File: src/hdl/philox_counter_rng_dropout_macros.svh
// Assertion macros shared by the Philox dropout generator RTL.
`ifndef PHILOX_COUNTER_RNG_DROPOUT_MACROS_SVH
`define PHILOX_COUNTER_RNG_DROPOUT_MACROS_SVH

// Check that a condition implies a consequence in the same cycle.
`define PCRD_ASSERT_IMP(lbl, ante, cons) \
  lbl: assert property (@(posedge clk_i) disable iff (!rst_ni) (ante) |-> (cons)) \
    else $error("pcrd: same-cycle check failed");

// Check that a condition implies a consequence in the next cycle.
`define PCRD_ASSERT_NXT(lbl, ante, cons) \
  lbl: assert property (@(posedge clk_i) disable iff (!rst_ni) (ante) |=> (cons)) \
    else $error("pcrd: next-cycle check failed");

`endif

File: src/hdl/pcrd_pkg.sv
// Types, constants and helper functions of the Philox dropout generator.
package pcrd_pkg;

  localparam int unsigned WordW   = 32;
  localparam int unsigned TopW    = 24;
  localparam int unsigned ThrW    = 25;
  localparam int unsigned CfgIdxW = 2;

  localparam logic [WordW-1:0] MulA         = 32'hD2511F53;
  localparam logic [WordW-1:0] MulB         = 32'hCD9E8D57;
  localparam logic [WordW-1:0] WeylA        = 32'h9E3779B9;
  localparam logic [WordW-1:0] WeylB        = 32'hBB67AE85;
  localparam logic [WordW-1:0] KeyHighReset = 32'h1BD11BDA;

  // Configuration register indexes
  typedef enum logic [CfgIdxW-1:0] {
    CfgKeyLow        = 2'd0,
    CfgKeyHigh       = 2'd1,
    CfgDropThreshold = 2'd2,
    CfgDropoutEnable = 2'd3
  } cfg_reg_e;

  // Four state words, index 0 is word 0
  typedef logic [3:0][WordW-1:0] words_t;

  // Registered half of a round: products and keyed pass-through words
  typedef struct packed {
    logic [WordW-1:0] hia;
    logic [WordW-1:0] loa;
    logic [WordW-1:0] hib;
    logic [WordW-1:0] lob;
    logic [WordW-1:0] t1;
    logic [WordW-1:0] t3;
  } part_t;

  typedef struct packed {
    logic [WordW-1:0] counter_word0;
    logic [WordW-1:0] counter_word1;
    logic [WordW-1:0] counter_word2;
    logic [WordW-1:0] counter_word3;
  } in_item_t;

  typedef struct packed {
    logic [WordW-1:0] random_word0;
    logic [WordW-1:0] random_word1;
    logic [WordW-1:0] random_word2;
    logic [WordW-1:0] random_word3;
    logic             drop_flag;
  } out_item_t;

  // Close a round: fold the high products into the keyed words and permute
  function automatic words_t round_finish(part_t p);
    words_t w;
    w[0] = p.hib ^ p.t1;
    w[1] = p.lob;
    w[2] = p.hia ^ p.t3;
    w[3] = p.loa;
    return w;
  endfunction

endpackage

File: src/hdl/pcrd_round.sv
// One Philox round pipeline stage: two 32x32 products and keyed words.
module pcrd_round
  import pcrd_pkg::*;
(
  input  logic             clk_i,
  input  logic             rst_ni,
  input  logic             in_valid_i,
  output logic             in_ready_o,
  input  words_t           in_words_i,
  input  logic [WordW-1:0] key_lo_i,
  input  logic [WordW-1:0] key_hi_i,
  output logic             out_valid_o,
  input  logic             out_ready_i,
  output part_t            out_part_o
);

  logic                 valid_q, valid_d;
  part_t                part_q, part_d;
  logic [2*WordW-1:0]   prod_a, prod_b;

  // Take a new transaction when empty or when the held one moves on
  assign in_ready_o = !valid_q || out_ready_i;

  // Form the products and key the pass-through words
  always_comb begin
    prod_a      = in_words_i[0] * MulA;
    prod_b      = in_words_i[2] * MulB;
    part_d.hia  = prod_a[2*WordW-1:WordW];
    part_d.loa  = prod_a[WordW-1:0];
    part_d.hib  = prod_b[2*WordW-1:WordW];
    part_d.lob  = prod_b[WordW-1:0];
    part_d.t1   = in_words_i[1] ^ key_lo_i;
    part_d.t3   = in_words_i[3] ^ key_hi_i;
    valid_d     = in_ready_o ? in_valid_i : valid_q;
  end

  // Hold the valid bit
  always_ff @(posedge clk_i or negedge rst_ni) begin
    if (!rst_ni) begin
      valid_q <= 1'b0;
    end else begin
      valid_q <= valid_d;
    end
  end

  // Load the payload on acceptance
  always_ff @(posedge clk_i) begin
    if (in_valid_i && in_ready_o) begin
      part_q <= part_d;
    end
  end

  assign out_valid_o = valid_q;
  assign out_part_o  = part_q;

endmodule

File: config.mk
export PLATFORM = sky130hd
export DESIGN_NAME = pcrd_round
export DESIGN_NICKNAME = d
export VERILOG_FILES = /design/src/hdl/philox_counter_rng_dropout_macros.svh /design/src/hdl/pcrd_pkg.sv /design/src/hdl/pcrd_round.sv
export SDC_FILE = /design/constraint.sdc
export NUM_CORES = 2
export LEC_CHECK = 0
export BUFFER_PORTS_ARGS = -buffer_cell sky130_fd_sc_hd__buf_2
export CAP_MARGIN = 20
export CORE_ASPECT_RATIO = 0.5
export CORE_MARGIN = 1.5
export CORE_UTILIZATION = 60
export CTS_CLUSTER_DIAMETER = 50
export DETAILED_ROUTE_END_ITERATION = 10
export PLACE_DENSITY = 0.8
export SYNTH_ARGS = -nofsm -noshare
export SYNTH_HDL_FRONTEND = slang
export SYNTH_SLANG_ARGS = --single-unit
File: constraint.sdc
create_clock -name clk_i -period 7.7 [get_ports clk_i]
set_clock_uncertainty 0.1 [all_clocks]
set_input_delay 0.385 -clock clk_i [delete_from_list [all_inputs] [get_ports clk_i]]
set_output_delay 0.385 -clock clk_i [all_outputs]
set_load 0.1 [all_outputs]
==> results by group <==
Timing
  – Final setup viols: 0
  – Maximum clock rate: approximately 0.14 GHz
  – Final worst path period share: 95.9%
  – Final Hold Fails: 0
  – Final worst path period need: 7.38 ns
  – RSZ-0062 raised after global routing: false
  – Relative max-transition margin: a little over a quarter
  – Final Max Slew Viols: 0
  – Worst Max-Slew Pin Slew: 1.10 ns

CTS
  – Clk buf depth: 2
  – Post-CTS setup buffers: 0
  – Clk_lat worst skew: 0.52 ns
  – H-tree levels: 4
  – CTS Buf Count: 17
  – CTS tree: done
  – Clk slew on worst S/H paths: 0.11 ns
  – # resized after CTS: 0
  – Clock root cell: clkbuf_16
  – Clock Sinks: around 190

Synth
  – Count leader, synth: inv_1
  – Post-Synthesis Cells: 4004
  – Synth top area cells: fa_1 38%, ha_1 25%, edfxtp_1 13%, inv_1 9.5%, xor2_1 2.7%
  – Mapped Area: between 40000 and 50000 um2
  – Top cells by count, synth: 1107 x inv_1, 860 x ha_1, 843 x fa_1
  – Yosys reg bits: between 150 and 200
  – Syn nets: 5903
  – Post-synth EDFFs: 192
  – Post-synth top flop: edfxtp_1
  – Avg Cell Area, Syn: 11.0 um2
  – Ys async rst share: 0.518%
  – Most area-hungry cell type in the Yosys netlist: fa_1
  – Yosys warns: 0
  – Sequential element share of the synthesized area: 13.2%
  – Top-area cell type share of the netlist area: 38.4%
  – Yosys cell types: 69

Worst hold path
  – Worst min-delay path category: primary input to register
  – Hold path start: in_words_i[43]

Cells and area
  – Filler cell count: 5551
  – Final nets: ~6400
  – Final core occ: between 60% and 70%
  – Share of cells above drive strength 1: 12.7%
  – Synth-to-layout area growth: 10.5%
  – Final Cell Area: 48500 um2

Worst setup path
  – R2r endpoint: out_part_o[118]
  – R2R setup slack: slightly below 5 ns
  – Worst reg-to-reg path cell count: 3
  – Worst path cell trace: buf_2, fa_1, fa_1, fa_1, inv_1, fa_1, inv_1, fa_1, fa_1, fa_1, fa_1, ha_1, buf_4, a21oi_1, nor2b_1, nor2_1, o2111ai_1, o31ai_1, nand2b_1, a311oi_1, o221a_2, o21ai_1, a221oi_2, xnor2_1
  – Setup crit end: out_part_o[170]
  – Startpoint types: primary input
  – Max FO, Critical Path: 9
  – RR Startpoint: out_valid_o
  – CP Capture Type: register
  – Most used cell, CP: fa_1
  – Critical Path Start: in_words_i[13]
  – Kind of critical path: primary input to register
  – CP Data Required Time: 7.87 ns
  – Critical Path AT: 7.56 ns
  – CP peak stage delay: 0.56 ns
  – CP max stage cell: fa_1

Drt
  – Initial DRT Pass Iterations: 6
  – Number of remaining DRC errors: 0
  – Routed vias: a little over 30000
  – Vias per cell: 5.52
  – WL/cell: ~21 um
  – Post-route ant nets: 0
  – Wirelength, routed: 116000 um
  – Starting DRC count in detailed routing: slightly above 2000

Placed design
  – Port-buffer cells: 389
  – Area post-placement: 47900 um2
  – Post-DP HPWL: just over 100000 um
  – Final GP Congestion: 1.05

Die
  – Die ar.: 74900 um2
  – Starting Density: 61.2%
  – Die Wd: 386 um
  – Die height: 194 um
  – Core Area: 71700 um2
  – I/O pin cnt: 390
  – Rows: 69

Global routing
  – First-pass GRT wire length: 181000 um
  – Grt ovf: 0
  – Largest net degree at the start of global routing: 71
  – Antenna violations before repair: 5
  – Vias in the first global route: 33000
  – Total global-route track usage: approximately a third

Outcome
  – Run status: finished clean

Run
  – Max_cap viols: 0
-- repair_timing --
action,in CTS,in global routing
hold buffers,2,0
hold endpoints to repair,2,0
setup endpoints to repair,0,0
-- stage by stage --
stage | TNS [ns] | worst slack, ns | instances | hold slack [ns]
global placement | 0 | 0.0281 | 5434 | 0.0609
CTS | 0 | 0.466 | 5468 | 0.0124
floorplan | 0 | 0.624 | 4004 | -0.0106
finish | 0 | 0.316 | 5471 | 0.0432
detailed placement | -0.440 | -0.0961 | 5434 | 0.0610
global route | 0 | 0.00324 | 5471 | 0.0253
-- cell usage in the layout, fill, tap and decap left out, types with 5 or more instances in the layout --
cell,instances
buf_4,133
nor2_1,64
and3_1,11
nand2b_1,17
o2111ai_1,5
inv_1,1107
o21a_1,9
nand4_1,29
o21ai_0,67
a21oi_1,148
xor2_1,134
buf_2,389
o211ai_1,9
clkbuf_16,17
a311oi_1,7
a211oi_1,5
nand3_1,32
nor2b_1,20
xnor2_1,87
edfxtp_1,192
a21o_1,72
o31ai_1,8
o21ai_1,8
a31oi_1,14
a21boi_0,5
ha_1,860
nand2_1,97
fa_1,843
and2_1,11
nor3_1,11
o21bai_1,21
nor4_1,5
-- worst max-delay path, delay by kind of cell --
family                     cells  cell delay, ns
buffers and inverters          4            0.53
xor gates and xnor gates       1            0.09
AOI/OAI and AO/OA              7            1.90
adders and majority gates      9            4.17
and+or+nand+nor                3            0.46
-- worst min-delay path by stage --
| stage | to | slack [ns] | cells past startpoint |
|---|---|---|---|
| 6_report | out_part_o[43] | 0.04 | 2 |
| 5_1_grt | out_part_o[51] | 0.03 | 2 |
| 4_1_cts | out_part_o[33] | 0.01 | 2 |
| 3_5_place_dp | out_valid_o | 0.06 | 1 |
| 3_3_place_gp | out_valid_o | 0.06 | 1 |
| 2_1_floorplan | out_valid_o | -0.01 | 0 |
-- area by class of cell --
type | count | area, um2 | share of cell area, %
sequential | 193 | 5790 | 11.9
timing repair buffer | 524 | 2970 | 6.11
clock buffer | 18 | 429 | 0.885
antenna | 3 | 7.51 | 0.0155
tap | 958 | 1200 | 2.47
multi-input combinational | 2654 | 33800 | 69.6
clock inverter | 14 | 199 | 0.410
inverter | 1107 | 4160 | 8.57
-- flip-flops by register name (all words and copies together) (netlist names) --
register	flops
out_part_o	192
out_valid_o	1
-- per-layer routing --
metal	track usage [%]	vias to the layer above	part of all wire (%)
li1	-	13600	-
met1	42.7	15300	41
met2	53.0	1011	49
met3	5.29	240	6.2
met4	12.0	2	3.9
met5	0	-	0.015
-- cell families after synthesis --
logic type      count (synthesis)  share of synthesized area, %
compound gates                414                          6.01
xor+xnor                      221                          4.41
fa+ha+maj                    1703                          62.9
buf+inv                      1157                          9.93
flops                         193                          13.2
mux                             1                        0.0228
simple gates                  315                          3.52
Power is left out: the tool's default activity adds up to more than one toggle a clock period on the data nets, which glitch-free logic cannot reach.
