### src/hdl/philox_counter_rng_dropout_macros.svh
// Assertion macros shared by the Philox dropout generator RTL.
`ifndef PHILOX_COUNTER_RNG_DROPOUT_MACROS_SVH
`define PHILOX_COUNTER_RNG_DROPOUT_MACROS_SVH

// Check that a condition implies a consequence in the same cycle.
`define PCRD_ASSERT_IMP(lbl, ante, cons) \
  lbl: assert property (@(posedge clk_i) disable iff (!rst_ni) (ante) |-> (cons)) \
    else $error("pcrd: same-cycle check failed");

// Check that a condition implies a consequence in the next cycle.
`define PCRD_ASSERT_NXT(lbl, ante, cons) \
  lbl: assert property (@(posedge clk_i) disable iff (!rst_ni) (ante) |=> (cons)) \
    else $error("pcrd: next-cycle check failed");

`endif

### src/hdl/pcrd_pkg.sv
// Types, constants and helper functions of the Philox dropout generator.
package pcrd_pkg;

  localparam int unsigned WordW   = 32;
  localparam int unsigned TopW    = 24;
  localparam int unsigned ThrW    = 25;
  localparam int unsigned CfgIdxW = 2;

  localparam logic [WordW-1:0] MulA         = 32'hD2511F53;
  localparam logic [WordW-1:0] MulB         = 32'hCD9E8D57;
  localparam logic [WordW-1:0] WeylA        = 32'h9E3779B9;
  localparam logic [WordW-1:0] WeylB        = 32'hBB67AE85;
  localparam logic [WordW-1:0] KeyHighReset = 32'h1BD11BDA;

  // Configuration register indexes
  typedef enum logic [CfgIdxW-1:0] {
    CfgKeyLow        = 2'd0,
    CfgKeyHigh       = 2'd1,
    CfgDropThreshold = 2'd2,
    CfgDropoutEnable = 2'd3
  } cfg_reg_e;

  // Four state words, index 0 is word 0
  typedef logic [3:0][WordW-1:0] words_t;

  // Registered half of a round: products and keyed pass-through words
  typedef struct packed {
    logic [WordW-1:0] hia;
    logic [WordW-1:0] loa;
    logic [WordW-1:0] hib;
    logic [WordW-1:0] lob;
    logic [WordW-1:0] t1;
    logic [WordW-1:0] t3;
  } part_t;

  typedef struct packed {
    logic [WordW-1:0] counter_word0;
    logic [WordW-1:0] counter_word1;
    logic [WordW-1:0] counter_word2;
    logic [WordW-1:0] counter_word3;
  } in_item_t;

  typedef struct packed {
    logic [WordW-1:0] random_word0;
    logic [WordW-1:0] random_word1;
    logic [WordW-1:0] random_word2;
    logic [WordW-1:0] random_word3;
    logic             drop_flag;
  } out_item_t;

  // Close a round: fold the high products into the keyed words and permute
  function automatic words_t round_finish(part_t p);
    words_t w;
    w[0] = p.hib ^ p.t1;
    w[1] = p.lob;
    w[2] = p.hia ^ p.t3;
    w[3] = p.loa;
    return w;
  endfunction

endpackage

### src/hdl/pcrd_drop.sv
// Final stage: close the last round, form the drop flag, output register.
module pcrd_drop
  import pcrd_pkg::*;
(
  input  logic            clk_i,
  input  logic            rst_ni,
  input  logic            in_valid_i,
  output logic            in_ready_o,
  input  part_t           in_part_i,
  input  logic [ThrW-1:0] drop_threshold_i,
  input  logic            dropout_enable_i,
  output logic            out_valid_o,
  input  logic            out_ready_i,
  output out_item_t       out_data_o
);

  logic      valid_q, valid_d;
  out_item_t data_q, data_d;
  words_t    words;

  assign in_ready_o = !valid_q || out_ready_i;

  // Compare the top 24 bits of word 0 against the threshold
  always_comb begin
    words               = round_finish(in_part_i);
    data_d.random_word0 = words[0];
    data_d.random_word1 = words[1];
    data_d.random_word2 = words[2];
    data_d.random_word3 = words[3];
    data_d.drop_flag    = dropout_enable_i &&
                          ({1'b0, words[0][WordW-1:WordW-TopW]} < drop_threshold_i);
    valid_d             = in_ready_o ? in_valid_i : valid_q;
  end

  always_ff @(posedge clk_i or negedge rst_ni) begin
    if (!rst_ni) begin
      valid_q <= 1'b0;
    end else begin
      valid_q <= valid_d;
    end
  end

  always_ff @(posedge clk_i) begin
    if (in_valid_i && in_ready_o) begin
      data_q <= data_d;
    end
  end

  assign out_valid_o = valid_q;
  assign out_data_o  = data_q;

endmodule

### config.mk
export PLATFORM = sky130hd
export DESIGN_NAME = pcrd_drop
export DESIGN_NICKNAME = d
export VERILOG_FILES = /design/src/hdl/philox_counter_rng_dropout_macros.svh /design/src/hdl/pcrd_pkg.sv /design/src/hdl/pcrd_drop.sv
export SDC_FILE = /design/constraint.sdc
export NUM_CORES = 1
export LEC_CHECK = 0
export BUFFER_PORTS_ARGS = -buffer_cell sky130_fd_sc_hd__buf_2
export CAP_MARGIN = 40
export CELL_PAD_IN_SITES_DETAIL_PLACEMENT = 1
export CELL_PAD_IN_SITES_GLOBAL_PLACEMENT = 2
export CORE_MARGIN = 3
export CORE_UTILIZATION = 26
export CTS_BUF_LIST = sky130_fd_sc_hd__clkbuf_2
export DETAILED_ROUTE_END_ITERATION = 16
export PLACE_DENSITY = 0.8
export SYNTH_ARGS = -nofsm -noshare
export SYNTH_HDL_FRONTEND = slang
export SYNTH_SLANG_ARGS = --single-unit
### constraint.sdc
create_clock -name clk_i -period 4.9 [get_ports clk_i]
set_input_delay 0.245 -clock clk_i [delete_from_list [all_inputs] [get_ports clk_i]]
set_output_delay 0.245 -clock clk_i [all_outputs]
set_load 0.01 [all_outputs]
==> qor.txt, run 1 <==
Status: aborted with a tool error
Stopped at: 4_1_cts
First Error: [ERROR RSZ-0060] Max buffer count reached.
RePlAce Congestion: 0.775
Cts hold-fix bufs: 186
Yosys Warn Count: 0
Die width: 146 µm
Post-synthesis cell type count: 23
Number of clock sinks: 130
Port buffer count: 352
CTS root buf: clkbuf_2
Num CTS Buffers: 17
Boundary Pins: 353
Std-Cell Rows: 50
Post-Syn Area: 5110 µm²
Cts repair resizes: 0
Sequential cell area fraction in the yosys report: 0.763
Synthesized instance count: 279
Final HPWL DP: 13,200 µm
H-tree level count: 4
Die Span Y: 146 µm
CTS Buffer Depth: 2
Setup bufs post-CTS: 0
Initial core utilization: 0.269
Synth Area per Inst: 18.3 µm²
Synthesized Nets: 524
Flops & latches, synth: 130
-- Yosys cell counts --
library cell  count  area share
o2111ai_1         1      0.0017
nand4_1           1      0.0012
a21oi_1          10      0.0098
nor2_1            1     0.00073
a21o_1            4      0.0059
nand2_1           5      0.0037
nor4_1            1      0.0012
ha_1             23       0.056
nand4b_4          1      0.0047
nand4_2           2      0.0049
o21bai_2          1      0.0022
nand3_1           1     0.00098
edfxtp_1        129        0.76
nand2b_1          2      0.0024
nor4_4            1      0.0042
dfrtp_1           1      0.0049
o211a_1           1      0.0020
a211oi_1          1      0.0015
a41o_1            1      0.0020
o21ai_0           3      0.0029
inv_1            24       0.018
and2_1            1      0.0012
xor2_1           64        0.11
-- metrics by stage --
| step | utilization | worst slack [ps] | instances | area, µm² | hold slack (ps) |
|---|---|---|---|---|---|
| 3_5_place_dp | 0.379 | 2730 | 893 | 7210 | 21.8 |
| 2_1_floorplan | - | 827 | 279 | 5110 | -50.6 |
| 3_3_place_gp | 0.379 | 2820 | 893 | 7210 | 21.8 |
-- cells by family after synthesis --
| logic type | share of synthesized area |
|---|---|
| xor+xnor | 0.110 |
| fa+ha+maj | 0.0563 |
| simple gates | 0.0252 |
| flops | 0.763 |
| compound gates | 0.0279 |
| buf+inv | 0.0176 |
==> run 2, diff against run 1 <==
==> config.mk (replaced) <==
export PLATFORM = sky130hd
export DESIGN_NAME = pcrd_drop
export DESIGN_NICKNAME = d
export VERILOG_FILES = /design/src/hdl/philox_counter_rng_dropout_macros.svh /design/src/hdl/pcrd_pkg.sv /design/src/hdl/pcrd_drop.sv
export SDC_FILE = /design/constraint.sdc
export NUM_CORES = 1
export LEC_CHECK = 0
export BUFFER_PORTS_ARGS = -buffer_cell sky130_fd_sc_hd__buf_2
export CAP_MARGIN = 40
export CORE_AREA = 3 3 136 138
export DETAILED_ROUTE_END_ITERATION = 16
export DIE_AREA = 0 0 139 141
export PLACE_DENSITY_LB_ADDON = 0.15
export SYNTH_ARGS = -nofsm -noshare
export SYNTH_HDL_FRONTEND = slang
export SYNTH_SLANG_ARGS = --single-unit
==> run 2 against run 1 <==
The run now ends clean. Synthesized cell count did not move. Synthesized area did not move.
==> qor.txt, run 2 <==
Status: complete, no violations (was aborted with a tool error)
Critical Path AT: 2000 ps
DR WL/cell: 16.0 µm
CP peak stage delay: 460 ps
Worst-Margin Slew: 457 ps
Number of remaining DRC errors: 0
Tmin final: 1950 ps
Synth top cells by count: 129 x edfxtp_1, 64 x xor2_1, 24 x inv_1, 23 x ha_1, 10 x a21oi_1 (unchanged)
Die width: 139 µm (was 146 µm)
Leakage power: 0.00387 µW
Initial core utilization: 0.295 (was 0.269)
GRT Util Overall: 0.147
Sequential cell area fraction in the yosys report: 0.763 (unchanged)
Hold Crit Class: in -> reg
Tcrit/Tclk final: 0.398
Most used routing layer: met2
Switch share: 0.213
Synthesized instance count: 279 (unchanged)
Initial antenna violation count: 0
DRT Wirelength: 15,000 µm
Post-layout util: 0.481
Final cell count without fillers: 934
CTS root buf: clkbuf_16 (was clkbuf_2)
Final Skew: 5.62 ps
Post-synthesis cell type count: 23 (unchanged)
Global-route wire length before repair: 22,000 µm
Most instantiated library cell after synthesis: edfxtp_1 (unchanged)
Synth Area per Inst: 18.3 µm² (unchanged)
Fraction of power consumed by the clock network: 0.462
Worst-Skew Late Latency: 400 ps
Flops & latches, synth: 130 (unchanged)
Final hold violation count: 0
Via/cell ratio: 4.11
Port buffer count: 352 (unchanged)
# nets final: 941
Critical path data required time: 4950 ps
Std-Cell Rows: 48 (was 50)
Met1 usage: 0.155
Max FFs per register: 129
Most common cell after layout, fill and taps aside: buf_2
Boundary Pins: 353 (unchanged)
Clk pin slew, worst setup/hold paths: 60 ps
P&R area growth vs syn: 62.7%
Yosys Warn Count: 0 (unchanged)
Final HPWL DP: 11,900 µm (was 13,200 µm)
Critical Path End Type: register
Post-Syn Area: 5110 µm² (unchanged)
Slew Limit Fails: 0
Number of flops mapped to enable cells by yosys: 129 (unchanged)
Max-Cap Viols: 0
Drt first pass iters: 5
Final setup violation count: 0
Most frequent cells in the layout: 352 x buf_2, 129 x edfxtp_1, 64 x xor2_1
Drt initial violations: 105
Number of fill cells: 1,539
Area of the core: 17,300 µm²
Design area: 8310 µm²
Number of global-route vias before repair: 3,948
VDD IR max: 218 µV
FMAX: 513 MHz
Pwr/cell area: 383 nW/µm²
RSZ-0062 raised after global routing: false
Placed Cells: 859 (was 893)
Grt total ovfl: 0
Worst-case reg-to-reg path depth: 4
Combinational Power Share: 0.120
Part of the power in registers: 0.418
Ys async rst share: 0.00769 (unchanged)
Ys flop type: edfxtp_1 (unchanged)
RePlAce Congestion: 0.805 (was 0.775)
Largest net degree at the start of global routing: 59
Setup crit start kind: register
Synth area leaders: edfxtp_1 76%, xor2_1 11%, ha_1 5.6% (unchanged)
DR vias: 3,837
Grt met2 use: 0.262
Critical path type: reg -> reg
Psw: 678 µW
Cell Area, Placed: 7200 µm² (was 7210 µm²)
Max_slew headroom: 0.696
N_diodes: 0
Full die area: 19,600 µm²
CTS tree: done
Synth top area share: 0.758 (unchanged)
Int Power: 2510 µW
Grt met3 use: 0.0594
CP max FO: 58
Num CTS Buffers: 17 (unchanged)
CTS Buffer Depth: 2 (unchanged)
Die Span Y: 141 µm (was 146 µm)
Layout cells sized above 1: 0.549
Number of clock sinks: 130 (unchanged)
Hold path cells: 1
Final setup TNS: 0 ps
CP Cell Sequence: nand2b_1 > and2_4 > buf_16 > buf_4
Synthesized Nets: 524 (unchanged)
Antenna viol nets, final: 0
Critical path's slowest cell: buf_4
Post-synth top area cell: edfxtp_1 (unchanged)
H-tree level count: 4 (unchanged)
-- run 2: cell counts after synthesis --
Identical to the previous run, type by type.
-- run 2: per-layer routing --
metal	vias up	wire length, µm
li1	1862	-
met1	1745	5250
met2	211	7970
met3	19	1450
met4	0	297
met5	-	0
-- run 2: through the flow --
| step | power, µW | hold WS (ps) | worst slack, ps |
|---|---|---|---|
| 5_1_grt | 3330 | 0.480 | 2790 |
| 2_1_floorplan | 1510 | -50.6 | 827 |
| 3_3_place_gp | 1710 | 19.6 | 2750 |
| 3_5_place_dp | 1720 | 26.0 | 2930 |
| 6_report | 3190 | 25.0 | 2950 |
| 4_1_cts | 3220 | 0.0876 | 2930 |
-- run 2: area by class of cell --
type	count	area, µm²	area share
repair buffers	398	2230	0.269
clock buffers	18	429	0.0516
inverters	24	90.1	0.0108
flip-flops and latches	130	3900	0.469
multi-input cells	125	1120	0.135
clock inverters	14	258	0.0310
well taps	225	282	0.0339
-- run 2: worst paths after layout --
check | startpoint | to | slack, ps
max | out_valid_o$_DFFE_PN0N_ | out_data_o[8]$_DFFE_PP_ | 2950
min | in_part_i[90] | out_data_o[91]$_DFFE_PP_ | 30
max reg2reg | out_valid_o$_DFFE_PN0N_ | out_data_o[8]$_DFFE_PP_ | 2950
min reg2reg | out_valid_o$_DFFE_PN0N_ | out_valid_o$_DFFE_PN0N_ | 560
max in group asynchronous | rst_ni | out_valid_o$_DFFE_PN0N_ | 4670
min in group asynchronous | rst_ni | out_valid_o$_DFFE_PN0N_ | 150
-- run 2: cells by family (layout without fill, tap and decap cells) --
kind of cell,Yosys count,in the layout,synth area share
flip-flops,130,130,0.763
XOR/XNOR,64,64,0.110
buffers and inverters,24,454,0.0176
adder cells (fa/ha/maj),23,23,0.0563
AO/OA/AOI/OAI,22,22,0.0279
AND/OR/NAND/NOR,16,16,0.0252
-- run 2: worst max-delay path: cells and delay by family, from the launching register on --
family | cells | cell delay [ps]
buffers and inverters | 2 | 750
and+or+nand+nor | 2 | 390
DFF | 1 | 380
-- run 2: power groups by stage --
stage	Sequential [µW]	Clock, µW	Combinational [µW]
2_1_floorplan	1400	0	110
3_5_place_dp	1360	0	362
5_1_grt	1340	1570	423
4_1_cts	1330	1510	380
3_3_place_gp	1360	0	352
6_report	1330	1470	383
-- run 2: repair_timing --
action                                 4_1_cts  5_1_grt
setup endpoints to repair                    0        0
endpoints found under the hold margin       24       19
setup buffers                                0        0
resized for setup                            0        0
hold buffers                                24       19
No activity file was read; power rests on OpenSTA's default activity.
==> run 3, diff against run 2 <==
--- a/config.mk
+++ b/config.mk
@@ -7,9 +7,9 @@
 export LEC_CHECK = 0
 export BUFFER_PORTS_ARGS = -buffer_cell sky130_fd_sc_hd__buf_2
 export CAP_MARGIN = 40
-export CORE_AREA = 3 3 136 138
+export CORE_AREA = 3 3 137 139
 export DETAILED_ROUTE_END_ITERATION = 16
-export DIE_AREA = 0 0 139 141
+export DIE_AREA = 0 0 140 142
 export PLACE_DENSITY_LB_ADDON = 0.15
 export SYNTH_ARGS = -nofsm -noshare
 export SYNTH_HDL_FRONTEND = slang
==> constraint.sdc (replaced) <==
create_clock -name clk_i -period 1.6 [get_ports clk_i]
set_input_delay 0.08 -clock clk_i [delete_from_list [all_inputs] [get_ports clk_i]]
set_output_delay 0.08 -clock clk_i [all_outputs]
set_load 0.01 [all_outputs]
==> run 3 against run 2 <==
Sequential cell count unchanged. Wire length grew 5.5%. Count of clock-buffer cells in the layout decreased by 1. Non-clock buffer count grew 132. Global-route usage grew 0.77 points. Hold slack got worse by 3.6 ps. Via count increased by 14%. Final cell count is 14% higher. Critical endpoint is now out_data_o[0]$_DFFE_PP_.
==> qor.txt, run 3 (synthesized netlist as in run 2, its figures left out) <==
Clk pin slew, worst setup/hold paths: 50 ps (was 60 ps)
Die width: 140 µm (was 139 µm)
Boundary Pins: 353 (unchanged)
Status: complete, no violations (unchanged)
Via/cell ratio: 4.09 (was 4.11)
Critical path data required time: 1760 ps (was 4950 ps)
Layout cells sized above 1: 0.474 (was 0.549)
Critical path type: in -> reg (was reg -> reg)
RePlAce Congestion: 0.774 (was 0.805)
Std-Cell Rows: 49 (was 48)
Final HPWL DP: 11,300 µm (was 11,900 µm)
Grt total ovfl: 0 (unchanged)
Initial core utilization: 0.287 (was 0.295)
Setup bufs post-CTS: 0 (unchanged)
Tmin final: 1530 ps
Setup crit start kind: primary input (was register)
Initial antenna violation count: 0 (unchanged)
Number of clock sinks: 130 (unchanged)
Most used routing layer: met2 (unchanged)
Leakage power: 0.00438 µW (was 0.00387 µW)
Final Skew: 4.40 ps (was 5.62 ps)
Tcrit/Tclk final: 0.954
N_diodes: 0 (unchanged)
Max-Cap Viols: 0 (unchanged)
Worst-Margin Slew: 328 ps (was 457 ps)
Pwr/cell area: 989 nW/µm² (was 383 nW/µm²)
CTS Buffer Depth: 2 (unchanged)
Global-route wire length before repair: 23,900 µm (was 22,000 µm)
Worst Hold Launch: in_part_i[118] (was in_part_i[90])
Worst-case reg-to-reg path depth: 3 (was 4)
CTS root buf: clkbuf_16 (unchanged)
Grt met3 use: 0.0655 (was 0.0594)
CP max FO: 2 (was 58)
Max FFs per register: 129 (unchanged)
Worst hold endpoint: out_data_o[119]$_DFFE_PP_ (was out_data_o[91]$_DFFE_PP_)
Hold path cells: 2 (was 1)
Critical Path End Type: register (unchanged)
P&R area growth vs syn: 87.5% (was 62.7%)
Final cell count without fillers: 1,069 (was 934)
Area of the core: 17,800 µm² (was 17,300 µm²)
Most common cell after layout, fill and taps aside: buf_2 (unchanged)
Number of global-route vias before repair: 4,738 (was 3,948)
# nets final: 1,073 (was 941)
DRT Wirelength: 15,800 µm (was 15,000 µm)
Num CTS Buffers: 17 (unchanged)
Worst-Skew Late Latency: 400 ps (about the same)
Most frequent cells in the layout: 351 x buf_2, 171 x dlygate4sd3_1, 129 x edfxtp_1 (was 352 x buf_2, 129 x edfxtp_1, 64 x xor2_1)
Drt first pass iters: 4 (was 5)
FMAX: 655 MHz
Drt initial violations: 156 (was 105)
Hold Crit Class: in -> reg (unchanged)
CTS tree: done (unchanged)
Die Span Y: 142 µm (was 141 µm)
Final setup violation count: 0 (unchanged)
FF-to-FF End: out_data_o[117]$_DFFE_PP_ (was out_data_o[8]$_DFFE_PP_)
Grt met2 use: 0.280 (was 0.262)
RSZ-0062 raised after global routing: false (unchanged)
Antenna viol nets, final: 0 (unchanged)
VDD IR max: 665 µV (was 218 µV)
DR vias: 4,374 (was 3,837)
Worst hold slack: 21.5 ps (was 25.0 ps)
FF-to-FF setup slack: 210 ps (was 2950 ps)
Max_slew headroom: 0.780 (was 0.696)
Largest net degree at the start of global routing: 54 (was 59)
Number of remaining DRC errors: 0 (unchanged)
H-tree level count: 4 (unchanged)
Placed Cells: 868 (was 859)
Slew Limit Fails: 0 (unchanged)
Critical Path AT: 1690 ps (was 2000 ps)
Full die area: 19,900 µm² (was 19,600 µm²)
Port buffer count: 352 (unchanged)
Reg-to-Reg Start: out_valid_o$_DFFE_PN0N_ (unchanged)
Met1 usage: 0.158 (was 0.155)
GRT Util Overall: 0.155 (was 0.147)
DR WL/cell: 14.8 µm (was 16.0 µm)
Number of fill cells: 1,510 (was 1,539)
Final hold violation count: 0 (unchanged)
[run 3: cell types whose count changed in the layout (fill, tap and decap cells not counted), sizes merged]
cell / before / now
bufinv: 7 / 3
clkinvlp: 1 / 3
clkinv: 4 / 7
dlygate4sd3: 43 / 171
clkbuf: 18 / 17
inv: 26 / 25
buf: 355 / 359
[run 3: cell type report]
| type | instances | area, µm² | share of cell area |
|---|---|---|---|
| flip-flops and latches | 130 | 3900 | 0.407 |
| well taps | 229 | 287 | 0.0299 |
| repair buffers | 530 | 3570 | 0.372 |
| clock inverters | 14 | 164 | 0.0171 |
| clock buffers | 17 | 425 | 0.0444 |
| inverters | 24 | 90.1 | 0.00940 |
| multi-input cells | 125 | 1150 | 0.120 |
[run 3: worst max-delay path by stage]
stage                                        from                      end  cells after the start
after floorplan           out_valid_o$_DFFE_PN0N_  out_data_o[0]$_DFFE_PP_                      2
after global placement              in_part_i[58]  out_data_o[0]$_DFFE_PP_                      7
after detailed placement            in_part_i[58]  out_data_o[0]$_DFFE_PP_                      7
after CTS                          in_part_i[107]  out_data_o[0]$_DFFE_PP_                      8
after global routing               in_part_i[110]  out_data_o[0]$_DFFE_PP_                      8
final                              in_part_i[107]  out_data_o[0]$_DFFE_PP_                      8
[run 3: stage by stage]
| stage | power [µW] | TNS (ps) | utilization | cell area, µm² | setup WS, ps |
|---|---|---|---|---|---|
| 3_5_place_dp | 5270 | -153 | 0.408 | 7260 | -153 |
| 4_1_cts | 9620 | 0 | 0.538 | 9560 | 74.9 |
| 5_1_grt | 9930 | 0 | 0.539 | 9580 | 9.90 |
| 6_report | 9480 | 0 | 0.539 | 9580 | 73.4 |
| 3_3_place_gp | 5250 | -114 | 0.408 | 7260 | -114 |
| 2_1_floorplan | 4620 | -46500 | - | 5110 | -360 |
[run 3: power by group]
group	internal, µW	leakage [µW]	total, µW	switching (µW)
logic	886	0.00286	1560	671
clock network	2430	0.000278	3840	1410
registers	4030	0.00124	4080	48.7
total	7350	0.00438	9480	2130
[run 3: critical path: stages]
cell and delay (ps):
dlygate4sd3_1 520, buf_2 120, xor2_1 160, ha_1 310, o2111ai_1 110, nand2_1 90
a21oi_1 70, o211a_1 220
[run 3: per-layer routing]
| layer | up-vias | part of all wire |
|---|---|---|
| li1 | 2121 | - |
| met1 | 1984 | 0.36 |
| met2 | 236 | 0.52 |
| met3 | 33 | 0.097 |
| met4 | 0 | 0.027 |
| met5 | - | 0 |
[run 3: repair_timing]
action | 4_1_cts | 5_1_grt
resized for setup | 0 | 6
endpoints found under the hold margin | 123 | 0
hold buffers | 171 | 0
endpoints found under the setup margin | 0 | 1
==> run 4, diff against run 3 <==
--- a/config.mk
+++ b/config.mk
@@ -5,6 +5,7 @@
 export SDC_FILE = /design/constraint.sdc
 export NUM_CORES = 1
 export LEC_CHECK = 0
+export ABC_AREA = 1
 export BUFFER_PORTS_ARGS = -buffer_cell sky130_fd_sc_hd__buf_2
 export CAP_MARGIN = 40
 export CORE_AREA = 3 3 137 139
==> constraint.sdc (replaced) <==
create_clock -name clk_i -period 1.6 [get_ports clk_i]
set_input_delay 0.08 -clock clk_i [delete_from_list [all_inputs] [get_ports clk_i]]
set_output_delay 0.08 -clock clk_i [all_outputs]
set_load 0.005 [all_outputs]
==> run 4 against run 3 <==
Maximum frequency is 0.71% higher. Register-to-register slack hardly changed. Clock power increased by 16%. Count of clock-buffer cells in the layout unchanged. Critical endpoint unchanged. First-iteration DRC count down 32%. Synthesized area increased by 0.42%.
==> qor.txt, run 4 <==
Critical path data required time: 1760 ps (about the same)
Multiplexer share of the synthesized area: 0 (unchanged)
Hold Crit Class: in -> reg (unchanged)
H-tree level count: 4 (unchanged)
FF+latch area: 3900 µm² (unchanged)
Hold path cells: 2 (unchanged)
Clk pin slew, worst setup/hold paths: 60 ps (was 50 ps)
Std-Cell Rows: 49 (unchanged)
Grt total ovfl: 0 (unchanged)
Worst hold endpoint: out_data_o[120]$_DFFE_PP_ (was out_data_o[119]$_DFFE_PP_)
Number of clock sinks: 130 (unchanged)
Area of the multi-input gates: 1190 µm² (was 1150 µm²)
Most instantiated library cell after synthesis: edfxtp_1 (unchanged)
N_diodes: 0 (unchanged)
Synth area leaders: edfxtp_1 76%, xor2_1 11%, ha_1 5.6% (unchanged)
Max-Cap Viols: 0 (unchanged)
Synthesized instance count: 308 (was 279)
Number of remaining DRC errors: 0 (unchanged)
FF-to-FF End: out_data_o[124]$_DFFE_PP_ (was out_data_o[117]$_DFFE_PP_)
Global-route wire length before repair: 24,700 µm (was 23,900 µm)
Most frequent cells in the layout: 346 x buf_2, 184 x dlygate4sd3_1, 129 x edfxtp_1 (was 351 x buf_2, 171 x dlygate4sd3_1, 129 x edfxtp_1)
FMAX: 660 MHz (was 655 MHz)
Largest family of logic cells by synthesized area: XOR/XNOR gates (unchanged)
Post-synth top area cell: edfxtp_1 (unchanged)
CP peak stage delay: 530 ps (was 520 ps)
P&R area growth vs syn: 93.1% (was 87.5%)
Status: complete, no violations (unchanged)
Flops & latches, synth: 130 (unchanged)
Slew Limit Fails: 0 (unchanged)
Final Power: 10,100 µW (was 9480 µW)
DRT Wirelength: 16,200 µm (was 15,800 µm)
Drt initial violations: 106 (was 156)
Adder-cell share of the synthesized area: 0.0561 (was 0.0563)
Leakage power: 0.00455 µW (was 0.00438 µW)
Tcrit/Tclk final: 0.947 (was 0.954)
Final setup TNS: 0 ps (unchanged)
CP Cell Sequence: dlygate4sd3_1 > buf_2 > xor2_1 > ha_1 > nand2_1 > nor2_2 > nand4_1 > nor2_1 > nand2_1 > nand2_1 > nor2_1 (was dlygate4sd3_1 > buf_2 > xor2_1 > ha_1 > o2111ai_1 > nand2_1 > a21oi_1 > o211a_1)
Worst hold slack: 26.3 ps (was 21.5 ps)
Via/cell ratio: 4.08 (was 4.09)
Synth top area share: 0.755 (was 0.758)
Initial core utilization: 0.289 (was 0.287)
Largest net degree at the start of global routing: 31 (was 54)
Port buffer count: 352 (unchanged)
Antenna viol nets, final: 0 (unchanged)
Full die area: 19,900 µm² (unchanged)
Critical Path AT: 1680 ps (was 1690 ps)
Worst-Skew Late Latency: 400 ps (about the same)
Critical path's slowest cell: dlygate4sd3_1 (unchanged)
Die width: 140 µm (unchanged)
Post-synthesis cell type count: 16 (was 23)
DR WL/cell: 14.6 µm (was 14.8 µm)
CTS tree: done (unchanged)
RePlAce Congestion: 0.826 (was 0.774)
Critical path type: in -> reg (unchanged)
Number of flops mapped to enable cells by yosys: 129 (unchanged)
Ys async rst share: 0.00769 (unchanged)
Synth Area in Simple Gates: 0.0339 (was 0.0252)
Worst-Margin Slew: 268 ps (was 328 ps)
CP max FO: 2 (unchanged)
Drt first pass iters: 4 (unchanged)
Initial antenna violation count: 0 (unchanged)
Boundary Pins: 353 (unchanged)
Final Skew: 6.68 ps (was 4.40 ps)
Most common cell after layout, fill and taps aside: buf_2 (unchanged)
Number of fill cells: 1,527 (was 1,510)
DR vias: 4,534 (was 4,374)
Synth Area per Inst: 16.7 µm² (was 18.3 µm²)
Max_slew headroom: 0.821 (was 0.780)
Yosys Warn Count: 0 (unchanged)
Final hold violation count: 0 (unchanged)
Reg-to-Reg Start: out_valid_o$_DFFE_PN0N_ (unchanged)
Worst Hold Launch: in_part_i[119] (was in_part_i[118])
CTS Buffer Depth: 2 (unchanged)
Number of global-route vias before repair: 4,851 (was 4,738)
Synthesized Nets: 553 (was 524)
VDD IR max: 665 µV (about the same)
Post-Syn Area: 5130 µm² (was 5110 µm²)
Worst-case reg-to-reg path depth: 3 (unchanged)
Tmin final: 1520 ps (was 1530 ps)
Synth top cells by count: 129 x edfxtp_1, 63 x xor2_1, 35 x inv_1, 26 x nand2_1, 23 x ha_1 (was 129 x edfxtp_1, 64 x xor2_1, 24 x inv_1, 23 x ha_1, 10 x a21oi_1)
RSZ-0062 raised after global routing: false (unchanged)
Max FFs per register: 129 (unchanged)
Final HPWL DP: 11,600 µm (was 11,300 µm)
CTS root buf: clkbuf_16 (unchanged)
Final setup violation count: 0 (unchanged)
Ys flop type: edfxtp_1 (unchanged)
# nets final: 1,114 (was 1,073)
Area of the core: 17,800 µm² (unchanged)
GRT Util Overall: 0.161 (was 0.155)
Top cell by count, worst path: nand2_1
Synth Area in XOR/XNOR: 0.108 (was 0.110)
Synth Area in Compound Gates: 0.0168 (was 0.0279)
Pwr/cell area: 1020 nW/µm² (was 989 nW/µm²)
Setup crit start kind: primary input (unchanged)
Critical Path End Type: register (unchanged)
Sequential cell area fraction in the yosys report: 0.760 (was 0.763)
Num CTS Buffers: 17 (unchanged)
FF-to-FF setup slack: 200 ps (was 210 ps)
Layout cells sized above 1: 0.461 (was 0.474)
Die Span Y: 142 µm (unchanged)
-- run 4: changes by cell type in the layout (fill, tap and decap cells not counted), moves of 3 or more --
cell,delta
clkinv_1,-3
buf_2,-5
nor2_2,+3
a21o_1,-3
nor2_1,+3
bufinv_16,+3
dlygate4sd3_1,+13
xor2_1,-6
xor2_2,+5
inv_1,+11
nand3_1,+3
nand2_1,+19
-- run 4: cell type report --
class | count | share of cell area
sequential | 130 | 0.394
multi-input combinational | 143 | 0.121
timing repair buffer | 542 | 0.375
clock inverter | 14 | 0.0254
tap | 229 | 0.0289
inverter | 35 | 0.0133
clock buffer | 17 | 0.0429
-- run 4: through the flow --
| step | cells | instance area, µm² | utilization | worst slack [ps] |
|---|---|---|---|---|
| CTS | 1114 | 9830 | 0.553 | 17.3 |
| floorplan | 308 | 5140 | - | -1400 |
| detailed placement | 899 | 7310 | 0.411 | 105 |
| global placement | 899 | 7310 | 0.411 | 97.4 |
| finish | 1110 | 9910 | 0.557 | 84.2 |
| global route | 1110 | 9910 | 0.557 | 4.18 |
-- run 4: power breakdown --
part,switching (µW),leakage (µW),internal [µW]
Combinational,620,0.00298,909
Clock,1500,0.000326,2950
Sequential,51.7,0.00124,4030
Total,2170,0.00455,7880
-- run 4: logic make-up after synthesis --
kind of cell    after synthesis
flops                       130
xor+xnor                     63
simple gates                 42
buf+inv                      35
compound gates               15
fa+ha+maj                    23
-- run 4: what timing repair did --
| action | 4_1_cts | 5_1_grt |
|---|---|---|
| endpoints found under the hold margin | 125 | 1 |
| gates resized for setup | 0 | 18 |
| hold buffers | 184 | 1 |
| setup buffers | 0 | 1 |
| endpoints found under the setup margin | 0 | 1 |
-- run 4: metal layers --
| layer | routed length [µm] | part of all wire | vias to the layer above | global-route usage |
|---|---|---|---|---|
| met5 | 0 | 0 | - | 0 |
| met4 | 479 | 0.030 | 0 | 0.0714 |
| met3 | 1490 | 0.092 | 33 | 0.0581 |
| met2 | 8280 | 0.51 | 243 | 0.287 |
| met1 | 5900 | 0.37 | 2057 | 0.171 |
| li1 | - | - | 2201 | - |
-- run 4: worst max-delay path: cells and delay by family --
kind          cells  cell delay, ps
simple gates      7             510
fa+ha+maj         1             290
xor+xnor          1             150
buf+inv           2             650
-- run 4: worst max-delay path by stage --
stage | start | to | slack (ps) | cells past startpoint
detailed placement | in_part_i[60] | out_data_o[0]$_DFFE_PP_ | 100 | 10
global placement | in_part_i[63] | out_data_o[0]$_DFFE_PP_ | 100 | 10
floorplan | out_valid_o$_DFFE_PN0N_ | out_data_o[0]$_DFFE_PP_ | -1400 | 1
CTS | in_part_i[124] | out_data_o[0]$_DFFE_PP_ | 20 | 11
finish | in_part_i[120] | out_data_o[0]$_DFFE_PP_ | 80 | 11
global route | in_part_i[112] | out_data_o[0]$_DFFE_PP_ | 4 | 10
